### src/rlm_pkg.sv
package rlm_pkg;

    // Default block length limit.
    localparam int MAX_BLOCK_DEF = 4096;

    // Field widths.
    localparam int SAMPLE_W   = 16;
    localparam int Q16_W      = 17;
    localparam int ALPHA_W    = 17;
    localparam int GAIN_W     = 10;
    localparam int CFG_IDX_W  = 8;
    localparam int CFG_DATA_W = 17;
    localparam int M_TDATA_W  = 40;

    // Square root datapath: a 34-bit radicand resolved two bits per step.
    localparam int RAD_W      = 34;
    localparam int SQRT_STEPS = RAD_W / 2;
    localparam int SQ_REM_W   = 20;

    // Shared multiplier, 17 by 17 bits.
    localparam int PROD_W     = 2 * Q16_W;
    localparam int SQUARE_W   = 31;
    localparam int LVL_SUM_W  = PROD_W;

    // Fixed-point constants.
    localparam logic [Q16_W-1:0]   ONE_Q16   = 17'h10000;
    localparam logic [ALPHA_W-1:0] ALPHA_RST = 17'd22938;
    localparam logic [GAIN_W-1:0]  GAIN_RST  = 10'd384;

    // Register indexes on the configuration port.
    localparam logic [CFG_IDX_W-1:0] REG_ALPHA = 8'd0;
    localparam logic [CFG_IDX_W-1:0] REG_GAIN  = 8'd1;

    // Request kinds carried in s_tuser.
    localparam logic CMD_SAMPLE = 1'b0;
    localparam logic CMD_CLEAR  = 1'b1;

    typedef enum logic [3:0] {
        ST_IDLE,
        ST_FLUSH,
        ST_DIV,
        ST_SQRT_MS,
        ST_SQRT_RMS,
        ST_GAIN,
        ST_NORM,
        ST_MUL_NEW,
        ST_MUL_OLD,
        ST_ADD,
        ST_EMIT
    } state_t;

endpackage

### src/rms_level_meter_core.sv
// RMS level meter. Signed 16-bit samples stream in on the s_ channel, one request per
// sample, with s_tlast on the last sample of a block; a block also ends by itself once
// it holds MAX_BLOCK samples. A sample that does not end a block leaves s_tready high,
// so such samples can follow back to back. A block end closes the input while a
// single compare-subtract unit works bit-serially, first through the mean-square
// division (one quotient bit per cycle) and then through two square roots (two radicand
// bits per cycle), after which one shared 17x17 multiplier applies the gain and the
// smoothing in the gain, norm, multiply and add states. A clear request (s_tuser high)
// zeroes the meter and reports zero through the emit state. Each result carries the
// smoothed level and the block's RMS as unsigned Q1.16; the block holds each result in
// an output register, and a new result waits in the emit state while that register
// still holds an untaken result and m_tready is low.
module rms_level_meter_core #(
    parameter int MAX_BLOCK = rlm_pkg::MAX_BLOCK_DEF
) (
    input  logic                              aclk,
    input  logic                              aresetn,
    // Sample requests.
    input  logic                              s_tvalid,
    output logic                              s_tready,
    input  logic [rlm_pkg::SAMPLE_W-1:0]      s_tdata,   // [15:0] sample
    input  logic                              s_tlast,   // block_end
    input  logic                              s_tuser,   // [0] command
    // Results.
    output logic                              m_tvalid,
    input  logic                              m_tready,
    output logic [rlm_pkg::M_TDATA_W-1:0]     m_tdata,   // [16:0] level, [33:17] rms_value
    // Configuration writes.
    input  logic                              cfg_valid,
    output logic                              cfg_ready,
    input  logic [rlm_pkg::CFG_IDX_W-1:0]     cfg_index,
    input  logic [rlm_pkg::CFG_DATA_W-1:0]    cfg_data
);
    import rlm_pkg::*;

    localparam int CNT_W    = $clog2(MAX_BLOCK + 1);
    localparam int SUM_W    = 30 + CNT_W;
    localparam int DVD_W    = SUM_W + 2;
    localparam int UNIT_W   = (CNT_W + 1 > SQ_REM_W) ? CNT_W + 1 : SQ_REM_W;
    localparam int STEP_W   = $clog2(DVD_W);
    localparam int PAD_W    = M_TDATA_W - 2 * Q16_W;

    // Control and state registers.
    state_t              state_reg, state_next;
    logic [ALPHA_W-1:0]  alpha_reg, alpha_next;
    logic [GAIN_W-1:0]   gain_reg, gain_next;
    logic [SUM_W-1:0]    sum_reg, sum_next;
    logic [CNT_W-1:0]    count_reg, count_next;
    logic [Q16_W-1:0]    smooth_reg, smooth_next;
    logic                sq_valid_reg, sq_valid_next;
    logic [STEP_W-1:0]   step_reg, step_next;
    logic                m_tvalid_reg, m_tvalid_next;

    // Datapath registers.
    logic [SQUARE_W-1:0] sq_reg, sq_next;
    logic [DVD_W-1:0]    div_q_reg, div_q_next;
    logic [RAD_W-1:0]    rad_reg, rad_next;
    logic [UNIT_W-1:0]   rem_reg, rem_next;
    logic [Q16_W-1:0]    root_reg, root_next;
    logic [Q16_W-1:0]    rms_reg, rms_next;
    logic [Q16_W-1:0]    norm_reg, norm_next;
    logic [PROD_W-1:0]   prod_reg;
    logic [PROD_W-2:0]   acc_reg, acc_next;
    logic [Q16_W-1:0]    res_level_reg, res_level_next;
    logic [Q16_W-1:0]    res_rms_reg, res_rms_next;
    logic [Q16_W-1:0]    m_level_reg, m_level_next;
    logic [Q16_W-1:0]    m_rms_reg, m_rms_next;

    // Combinational helpers.
    logic                s_acc, is_clear, out_free, blk_full;
    logic [CNT_W:0]      cnt_inc;
    logic [Q16_W-1:0]    mag;
    logic [SUM_W-1:0]    sum_acc;
    logic [UNIT_W-1:0]   unit_a, unit_b, unit_res;
    logic [UNIT_W:0]     unit_diff;
    logic                unit_ge;
    logic [Q16_W-1:0]    mul_a, mul_b;
    logic [PROD_W-1:0]   mul_p;
    logic [Q16_W-1:0]    alpha_eff, one_minus;
    logic [PROD_W-9:0]   gain_shr;
    logic [LVL_SUM_W-1:0] lvl_sum;
    logic                div_last, sqrt_last;

    assign s_tready  = (state_reg == ST_IDLE);
    assign cfg_ready = 1'b1;
    assign m_tvalid  = m_tvalid_reg;
    assign m_tdata   = {{PAD_W{1'b0}}, m_rms_reg, m_level_reg};

    assign s_acc    = s_tvalid && s_tready;
    assign is_clear = (s_tuser == CMD_CLEAR);
    assign out_free = !m_tvalid_reg || m_tready;
    assign cnt_inc  = {1'b0, count_reg} + (CNT_W + 1)'(1);
    assign blk_full = (cnt_inc >= (CNT_W + 1)'(MAX_BLOCK));
    assign div_last  = (step_reg == STEP_W'(DVD_W - 1));
    assign sqrt_last = (step_reg == STEP_W'(SQRT_STEPS - 1));

    // Magnitude of the two's complement sample; full negative scale gives 32768.
    assign mag = s_tdata[SAMPLE_W-1] ? (ONE_Q16 - Q16_W'(s_tdata)) : Q16_W'(s_tdata);

    // Running sum with the pending square folded in.
    assign sum_acc = sq_valid_reg ? (sum_reg + SUM_W'(sq_reg)) : sum_reg;

    // Alpha above one acts as one.
    assign alpha_eff = (alpha_reg > ONE_Q16) ? ONE_Q16 : alpha_reg;
    assign one_minus = ONE_Q16 - alpha_eff;

    // Shared compare-subtract unit: a division step or a square root step.
    always_comb begin
        if (state_reg == ST_DIV) begin
            unit_a = UNIT_W'({rem_reg[CNT_W-1:0], div_q_reg[DVD_W-1]});
            unit_b = UNIT_W'(count_reg);
        end else begin
            unit_a = UNIT_W'({rem_reg[SQ_REM_W-3:0], rad_reg[RAD_W-1 -: 2]});
            unit_b = UNIT_W'({root_reg, 2'b01});
        end
    end

    assign unit_diff = {1'b0, unit_a} - {1'b0, unit_b};
    assign unit_ge   = !unit_diff[UNIT_W];
    assign unit_res  = unit_ge ? unit_diff[UNIT_W-1:0] : unit_a;

    // Shared multiplier operand selection.
    always_comb begin
        case (state_reg)
            ST_IDLE: begin
                mul_a = mag;
                mul_b = mag;
            end
            ST_GAIN: begin
                mul_a = root_reg;
                mul_b = Q16_W'(gain_reg);
            end
            ST_MUL_NEW: begin
                mul_a = norm_reg;
                mul_b = alpha_eff;
            end
            ST_MUL_OLD: begin
                mul_a = smooth_reg;
                mul_b = one_minus;
            end
            default: begin
                mul_a = '0;
                mul_b = '0;
            end
        endcase
    end

    assign mul_p    = mul_a * mul_b;
    assign gain_shr = prod_reg[PROD_W-1:8];
    assign lvl_sum  = {1'b0, acc_reg} + {1'b0, prod_reg[PROD_W-2:0]};

    // Next state.
    always_comb begin
        state_next = state_reg;
        case (state_reg)
            ST_IDLE: begin
                if (s_acc) begin
                    if (is_clear) begin
                        state_next = ST_EMIT;
                    end else if (s_tlast || blk_full) begin
                        state_next = ST_FLUSH;
                    end
                end
            end
            ST_FLUSH:    state_next = ST_DIV;
            ST_DIV: begin
                if (div_last) begin
                    state_next = ST_SQRT_MS;
                end
            end
            ST_SQRT_MS: begin
                if (sqrt_last) begin
                    state_next = ST_SQRT_RMS;
                end
            end
            ST_SQRT_RMS: begin
                if (sqrt_last) begin
                    state_next = ST_GAIN;
                end
            end
            ST_GAIN:     state_next = ST_NORM;
            ST_NORM:     state_next = ST_MUL_NEW;
            ST_MUL_NEW:  state_next = ST_MUL_OLD;
            ST_MUL_OLD:  state_next = ST_ADD;
            ST_ADD:      state_next = ST_EMIT;
            ST_EMIT: begin
                if (out_free) begin
                    state_next = ST_IDLE;
                end
            end
            default:     state_next = ST_IDLE;
        endcase
    end

    // Datapath and outputs.
    always_comb begin
        alpha_next     = alpha_reg;
        gain_next      = gain_reg;
        sum_next       = sum_reg;
        count_next     = count_reg;
        smooth_next    = smooth_reg;
        sq_valid_next  = sq_valid_reg;
        sq_next        = sq_reg;
        step_next      = step_reg;
        div_q_next     = div_q_reg;
        rad_next       = rad_reg;
        rem_next       = rem_reg;
        root_next      = root_reg;
        rms_next       = rms_reg;
        norm_next      = norm_reg;
        acc_next       = acc_reg;
        res_level_next = res_level_reg;
        res_rms_next   = res_rms_reg;
        m_tvalid_next  = m_tvalid_reg;
        m_level_next   = m_level_reg;
        m_rms_next     = m_rms_reg;

        // Configuration writes; indexes past the list are dropped.
        if (cfg_valid && cfg_ready) begin
            if (cfg_index == REG_ALPHA) begin
                alpha_next = cfg_data[ALPHA_W-1:0];
            end else if (cfg_index == REG_GAIN) begin
                gain_next = cfg_data[GAIN_W-1:0];
            end
        end

        // The output register drains whenever the sink takes it.
        if (m_tvalid_reg && m_tready) begin
            m_tvalid_next = 1'b0;
        end

        case (state_reg)
            ST_IDLE: begin
                // Fold the previous square in, square the new sample.
                sum_next      = sum_acc;
                sq_valid_next = 1'b0;
                if (s_acc) begin
                    if (is_clear) begin
                        sum_next       = '0;
                        count_next     = '0;
                        smooth_next    = '0;
                        res_level_next = '0;
                        res_rms_next   = '0;
                    end else begin
                        sq_next       = mul_p[SQUARE_W-1:0];
                        sq_valid_next = 1'b1;
                        count_next    = cnt_inc[CNT_W-1:0];
                    end
                end
            end
            ST_FLUSH: begin
                // Mean square dividend is four times the finished sum.
                div_q_next    = {sum_acc, 2'b00};
                sum_next      = '0;
                sq_valid_next = 1'b0;
                rem_next      = '0;
                step_next     = '0;
            end
            ST_DIV: begin
                rem_next   = unit_res;
                div_q_next = {div_q_reg[DVD_W-2:0], unit_ge};
                step_next  = step_reg + STEP_W'(1);
                if (div_last) begin
                    rad_next  = {1'b0, div_q_next[RAD_W-2:0]};
                    rem_next  = '0;
                    root_next = '0;
                    step_next = '0;
                end
            end
            ST_SQRT_MS, ST_SQRT_RMS: begin
                rem_next  = unit_res;
                root_next = {root_reg[Q16_W-2:0], unit_ge};
                rad_next  = {rad_reg[RAD_W-3:0], 2'b00};
                step_next = step_reg + STEP_W'(1);
                if (sqrt_last) begin
                    step_next = '0;
                    if (state_reg == ST_SQRT_MS) begin
                        // Second root runs on rms scaled to Q1.32.
                        rms_next  = root_next;
                        rad_next  = {1'b0, root_next, 16'd0};
                        rem_next  = '0;
                        root_next = '0;
                    end
                end
            end
            ST_NORM: begin
                // Gain product is Q3.24; drop to Q1.16 and clamp at one.
                norm_next = (gain_shr > (PROD_W - 8)'(ONE_Q16)) ?
                            ONE_Q16 : gain_shr[Q16_W-1:0];
            end
            ST_MUL_OLD: begin
                acc_next = prod_reg[PROD_W-2:0];
            end
            ST_ADD: begin
                smooth_next    = lvl_sum[Q16_W+15:16];
                res_level_next = lvl_sum[Q16_W+15:16];
                res_rms_next   = rms_reg;
                count_next     = '0;
            end
            ST_EMIT: begin
                if (out_free) begin
                    m_tvalid_next = 1'b1;
                    m_level_next  = res_level_reg;
                    m_rms_next    = res_rms_reg;
                end
            end
            default: begin
                step_next = step_reg;
            end
        endcase
    end

    // Control registers.
    always_ff @(posedge aclk) begin
        if (!aresetn) begin
            state_reg    <= ST_IDLE;
            alpha_reg    <= ALPHA_RST;
            gain_reg     <= GAIN_RST;
            sum_reg      <= '0;
            count_reg    <= '0;
            smooth_reg   <= '0;
            sq_valid_reg <= 1'b0;
            step_reg     <= '0;
            m_tvalid_reg <= 1'b0;
        end else begin
            state_reg    <= state_next;
            alpha_reg    <= alpha_next;
            gain_reg     <= gain_next;
            sum_reg      <= sum_next;
            count_reg    <= count_next;
            smooth_reg   <= smooth_next;
            sq_valid_reg <= sq_valid_next;
            step_reg     <= step_next;
            m_tvalid_reg <= m_tvalid_next;
        end
    end

    // Payload registers.
    always_ff @(posedge aclk) begin
        sq_reg        <= sq_next;
        div_q_reg     <= div_q_next;
        rad_reg       <= rad_next;
        rem_reg       <= rem_next;
        root_reg      <= root_next;
        rms_reg       <= rms_next;
        norm_reg      <= norm_next;
        prod_reg      <= mul_p;
        acc_reg       <= acc_next;
        res_level_reg <= res_level_next;
        res_rms_reg   <= res_rms_next;
        m_level_reg   <= m_level_next;
        m_rms_reg     <= m_rms_next;
    end

endmodule

### config.mk
export PLATFORM = sky130hd
export DESIGN_NAME = rms_level_meter_core
export DESIGN_NICKNAME = d
export VERILOG_FILES = /design/src/rlm_pkg.sv /design/src/rms_level_meter_core.sv
export SDC_FILE = /design/constraint.sdc
export NUM_CORES = 2
export LEC_CHECK = 0
export BUFFER_PORTS_ARGS = -buffer_cell sky130_fd_sc_hd__buf_2
export CAP_MARGIN = 20
export CORE_MARGIN = 3
export CORE_UTILIZATION = 55
export DETAILED_ROUTE_END_ITERATION = 12
export GPL_TIMING_DRIVEN = 0
export HOLD_SLACK_MARGIN = 0.03
export PLACE_DENSITY_LB_ADDON = 0.05
export SKIP_LAST_GASP = 1
export SYNTH_ARGS = -nofsm -noshare
export SYNTH_HDL_FRONTEND = slang
export SYNTH_SLANG_ARGS = --single-unit
### constraint.sdc
create_clock -name aclk -period 9.7 [get_ports aclk]
set_input_delay 0.485 -clock aclk [delete_from_list [all_inputs] [get_ports aclk]]
set_output_delay 0.485 -clock aclk [all_outputs]
set_load 0.01 [all_outputs]
=== Word-level counts from Yosys, hierarchy flattened ===
Index checks and enable logic that the tools add are counted.

* Bits in registers: 426
* Output and inout bits: 43
* Logic and storage cells: 126

* $add $sub $neg: 7
* Multipliers: 1
* Order comparisons: 3
* Equal/unequal tests: 20
* Mux-type cells: 48
* Bitwise operators: 2
* Reduce and logical (&&, ||, !) cells: 23

{| class="wikitable"
|+ Operators with widths
! cell !! count
|-
| 17-bit one-hot mux with 4 select lines || 2
|-
| 43-bit two-way mux || 3
|-
| 17-bit two-way mux || 7
|-
| 34-bit two-way mux || 3
|-
| 17-bit one-hot mux with 2 select lines || 3
|-
| 45-bit one-hot mux with 2 select lines || 1
|-
| 43-bit one-hot mux with 2 select lines || 1
|-
| 18-bit two-way mux || 4
|-
| 34-bit one-hot mux with 2 select lines || 1
|-
| 18-bit one-hot mux with 3 select lines || 1
|-
| 4-bit one-hot mux with 11 select lines || 1
|-
| 43-bit by 31-bit adder with 43-bit output || 1
|-
| 17-bit by 17-bit multiplier with 34-bit output || 1
|-
| 33-bit adder || 1
|-
| 4-bit two-way mux || 7
|-
| 26-bit by 17-bit > comparator with 1-bit output (second input constant) || 1
|-
| 13-bit two-way mux || 2
|-
| 13-bit one-hot mux with 2 select lines || 1
|-
| 20-bit by 19-bit subtractor with 21-bit output || 1
|-
| 20-bit two-way mux || 1
|-
| 19-bit two-way mux || 1
|-
| 6-bit one-hot mux with 3 select lines || 1
|-
| 17-bit > comparator (second input constant) || 1
|-
| 17-bit by 16-bit subtractor with 17-bit output (first input constant) || 1
|-
| 29 further kinds || 57
|}

=== Depth between registers and ports, before layout ===
* Depth after elaboration: 7
* Depth in mapped cells: 38
* Gate-level depth less buffers: 36

=== Least setup slack after synthesis ===
Ideal clock, no wire load.

* Path type: reg-to-reg
* Start: register state_reg[1]
* End: register prod_reg[32]
* Arrival: 8.473 ns
* Data required time: 9.582 ns
* Setup slack: 1.110 ns
* Cell stages (with the launch flop): 30
* Path buffers: 3
* Clock period less this slack: 8.590 ns
* Path through: dfxtp_1 clkbuf_1 nor2_1 nand2_1 inv_1 clkbuf_1 a222oi_1 nand2_1 clkbuf_1 nand2_1 fa_1 inv_1 fa_1 inv_1 fa_1 inv_1 fa_1 fa_1 inv_1 fa_1 inv_1 ha_1 a2111oi_0 a21bo_2 o211a_1 o2111ai_1 o2111ai_1 a31o_2 a21o_1 xor2_1

* Word-level cells in the longest chain between the ends: 3
* Elaborated cells on any way between the ends: 7
* Classes of those cells: 1 x mul; 3 x eq/ne; 2 x mux; 1 x reduce/logical

{| class="wikitable"
|+ Ends and longest elaborated chain
! element !! RTL line !! text
|-
| from (decl) || rms_level_meter_core.sv:44 || <nowiki>state_t state_reg, state_next;</nowiki>
|-
| from (signal assigned) || rms_level_meter_core.sv:326 || <nowiki>state_reg <= state_next;</nowiki>
|-
| 4-bit equality test (tied with other cells) || rms_level_meter_core.sv:124 || <nowiki>case (state_reg)</nowiki>
|-
| 17-bit one-hot mux with 4 select lines || rms_level_meter_core.sv:124 ||
|-
| 17-bit by 17-bit multiplier with 34-bit output * || rms_level_meter_core.sv:148 || <nowiki>assign mul_p = mul_a * mul_b;</nowiki>
|-
| net mul_p[32] || rms_level_meter_core.sv:78 || <nowiki>logic [PROD_W-1:0] mul_p;</nowiki>
|-
| to (signal assigned) || rms_level_meter_core.sv:347 || <nowiki>prod_reg <= mul_p;</nowiki>
|-
| to (decl) || rms_level_meter_core.sv:62 || <nowiki>logic [PROD_W-1:0] prod_reg;</nowiki>
|}

Mark *: on every way through the listed nets, which the timed path passes. The rest lies on a longest branch.
A chain may end at the register's enable or synchronous reset.

=== Final worst setup path ===
* Start: register alpha_reg[3]
* End: register prod_reg[32]

* Word-level cells in the longest chain between the ends: 5

{| class="wikitable"
|+ Ends and longest elaborated chain
! element !! RTL line !! text
|-
| from (decl) || rms_level_meter_core.sv:45 || <nowiki>logic [ALPHA_W-1:0] alpha_reg, alpha_next;</nowiki>
|-
| from (signal assigned) || rms_level_meter_core.sv:327 || <nowiki>alpha_reg <= alpha_next;</nowiki>
|-
| 17-bit > comparator || rms_level_meter_core.sv:104 || <nowiki>assign alpha_eff = (alpha_reg > ONE_Q16) ? ONE_Q16 : alpha_reg;</nowiki>
|-
| 17-bit two-way mux * || rms_level_meter_core.sv:104 ||
|-
| 17-bit subtractor || rms_level_meter_core.sv:105 || <nowiki>assign one_minus = ONE_Q16 - alpha_eff;</nowiki>
|-
| 17-bit one-hot mux with 4 select lines * || rms_level_meter_core.sv:124 ||
|-
| 17-bit by 17-bit multiplier with 34-bit output * || rms_level_meter_core.sv:148 ||
|-
| net mul_p[32] || rms_level_meter_core.sv:78 ||
|}

Marks and branches as above.

==> run metrics <==
DP Area between 30,000 and 40,000 um2; syn avg cell area between 9 and 10 um2; Final Cycle Share just under 100%; Starting Density between 50 and 60%; commonest non-fill, non-tap cells in the layout nand2_1, inv_1, edfxtp_1; Synth area leader edfxtp_1; mapped cell area 30,300 um2; pin count of the biggest net entering global routing 35; Worst-Margin Slew roughly 1.2 ns; Layout area overhead 10.5%; WL/cell about 22 um; Final nets between 3,000 and 4,000; CTS tree done; TritonCTS buffer count between 40 and 50; H-tree depth 2; Slowest Stage Delay on Critical Path 0.59 ns; required time worst endpoint between 10 and 15 ns; CP max-delay cell fa_1; post-route minimum period 9.48 ns; GPL Wtd Cong 0.988; reg2reg path depth 30; Yosys reg bits approximately 430; row count 85; Antenna diodes 0; clock-pin slew on the worst setup and hold paths 0.07 ns; Die Y 241 um; Vias/cell a little under 6; Overflow after GRT 0; hold_sp cfg_data[14]; Reg-to-Reg Start alpha_reg[3]; maximum fanout along the worst path 10; Yosys warning total 0; Die ar. 58,000 um2; sequential share of the synthesized area between 30% and 40%; Top cell by count, worst path fa_1; dpl hpwl between 70,000 and 80,000 um; global-route wire length before repair between 100,000 and 150,000 um; Post-Synth XOR/XNOR Area ~3.3%; r2r endpoint prod_reg[32]; max-cap violations 0; Detail Route Antenna Nets 0; multiplexer area fraction after synthesis 2.64%; Routed WL 89,100 um; Setup crit end kind flop; Worst Hold Path EP alpha_reg[14]; Startpoint Class flop; Hold Crit Depth 3; vias in the first global route about 23,000; Final setup viols 0; total track usage roughly 31%; CP Class reg -> reg; commonest non-fill, non-tap cell in the layout nand2_1; Synth Area in Adders a little under a quarter; Residual DRC 0; CTS Sinks between 400 and 500; number of synthesized flops with an enable pin 280; largest family of logic cells by synthesized area adder cells; Synth area leaders edfxtp_1, fa_1, dfxtp_1, ha_1, nand2_1; layout cells sized above 1 ~8.3%; status finished, final reports clean; drt pass-1 iters 9; worst hold path type in -> reg; Slew HR 19.8%; DRT iter0 DRCs 2,108; Core Region around 54,000 um2; Synth top area share 27.7%; Synth Area in Compound Gates a little under an eighth; Clock Tree Buf Depth 3; Filler cells 4,556; Simple-Gate Fraction of Synth Area between 10% and 20%; Setup Skew around 0.023 ns; async set-reset flop share out of synthesis 0%; max-slew violation count 0; clk_lat worst skew between 0.5 and 0.6 ns; Netlist cell types 85; Port Buffers 83; endpoints failing hold 0; r2r setup slk roughly 0.22 ns; die width roughly 240 um; cell area after layout ~34,000 um2; CTS Root Buffer Type clkbuf_16; synthesized instance count a little over 3,000; Max Clk Rate 105 MHz; ys flop type edfxtp_1; initial antenna violation count 1; max reg flops 45; Final Core Density around 62%; via count around 24,000; worst path arrival time approximately 10 ns; Top Ports between 90 and 100
[synthesized netlist by cell type (11+ instances only)]
cell,n
nor2b_1,20
a22o_1,22
inv_1,324
a222oi_1,11
xor2_1,35
and2_1,102
dfxtp_1,146
nand2b_1,20
o21ai_0,143
nor4_1,16
nor2_1,244
nor3_1,39
o21bai_1,13
edfxtp_1,280
buf_4,12
clkbuf_1,100
a21o_1,44
mux2i_1,80
a31oi_1,24
xnor2_1,78
o31ai_1,15
o21a_1,11
fa_1,226
nand3_1,40
a22oi_1,38
and3_1,15
nand4_1,21
or3_1,16
nand2_1,472
or2_2,11
a21oi_1,150
ha_1,194
[timing repair]
action | in CTS | in global routing
resized for setup | 11 | 21
buffers inserted | 0 | 5
pin swaps | 0 | 7
endpoints found under the setup margin | 14 | 18
hold buffers | 0 | 0
[routing by layer]
metal / vias up / track usage [%] / routed length, um
li1: 10892 / - / -
met1: 11558 / 42.9 / 38100
met2: 917 / 49.8 / 41200
met3: 177 / 5.53 / 6890
met4: 2 / 9.76 / 3000
met5: - / 0 / 13
[worst max-delay path by stage]
stage / cells past startpoint / startpoint / endpoint
floorplan: 29 / state_reg[1] / prod_reg[32]
global placement: 29 / state_reg[3] / prod_reg[32]
detailed placement: 29 / state_reg[3] / sq_reg[30]
CTS: 31 / alpha_reg[2] / prod_reg[32]
global route: 33 / alpha_reg[3] / prod_reg[32]
finish: 30 / alpha_reg[3] / prod_reg[32]
[final cells by class]
cell class	instances	area (um2)	area share [%]
multi-input cells	2238	17300	51.7
flip-flops and latches	426	11300	33.8
clock buffers	61	1280	3.82
inverters	324	1220	3.63
well taps	696	871	2.60
repair buffers	100	616	1.84
plain buffers	129	598	1.78
clock inverters	24	277	0.825
[cell families (layout without fill, tap and decap cells)]
kind of cell | after synthesis | count (layout)
AO/OA/AOI/OAI | 562 | 562
XOR/XNOR | 113 | 113
adder cells (fa/ha/maj) | 420 | 420
buffers and inverters | 455 | 638
flip-flops | 426 | 426
multiplexers | 80 | 80
other | 2 | 7
AND/OR/NAND/NOR | 1056 | 1056
[per-stage QoR]
step | setup TNS [ns] | worst slack (ns) | instances | hold WS, ns
2_1_floorplan | 0 | 1.11 | 3119 | 0.400
3_3_place_gp | -36.89 | -1.71 | 3898 | 0.400
3_5_place_dp | -3.91 | -0.506 | 3910 | 0.405
4_1_cts | 0 | 0.0289 | 3993 | 0.0938
5_1_grt | -0.159 | -0.121 | 3998 | 0.115
6_report | 0 | 0.218 | 3998 | 0.120
[worst max-delay path: cells and delay by family (launching register included)]
family	cells	cell delay, ns
AND/OR/NAND/NOR	8	1.65
AO/OA/AOI/OAI	10	2.87
buffers and inverters	3	0.33
adder cells (fa/ha/maj)	8	3.96
XOR/XNOR	1	0.15
flip-flops	1	0.39
Power is left out: the tool's default activity adds up to more than one toggle a clock period on the data nets, which glitch-free logic cannot reach.
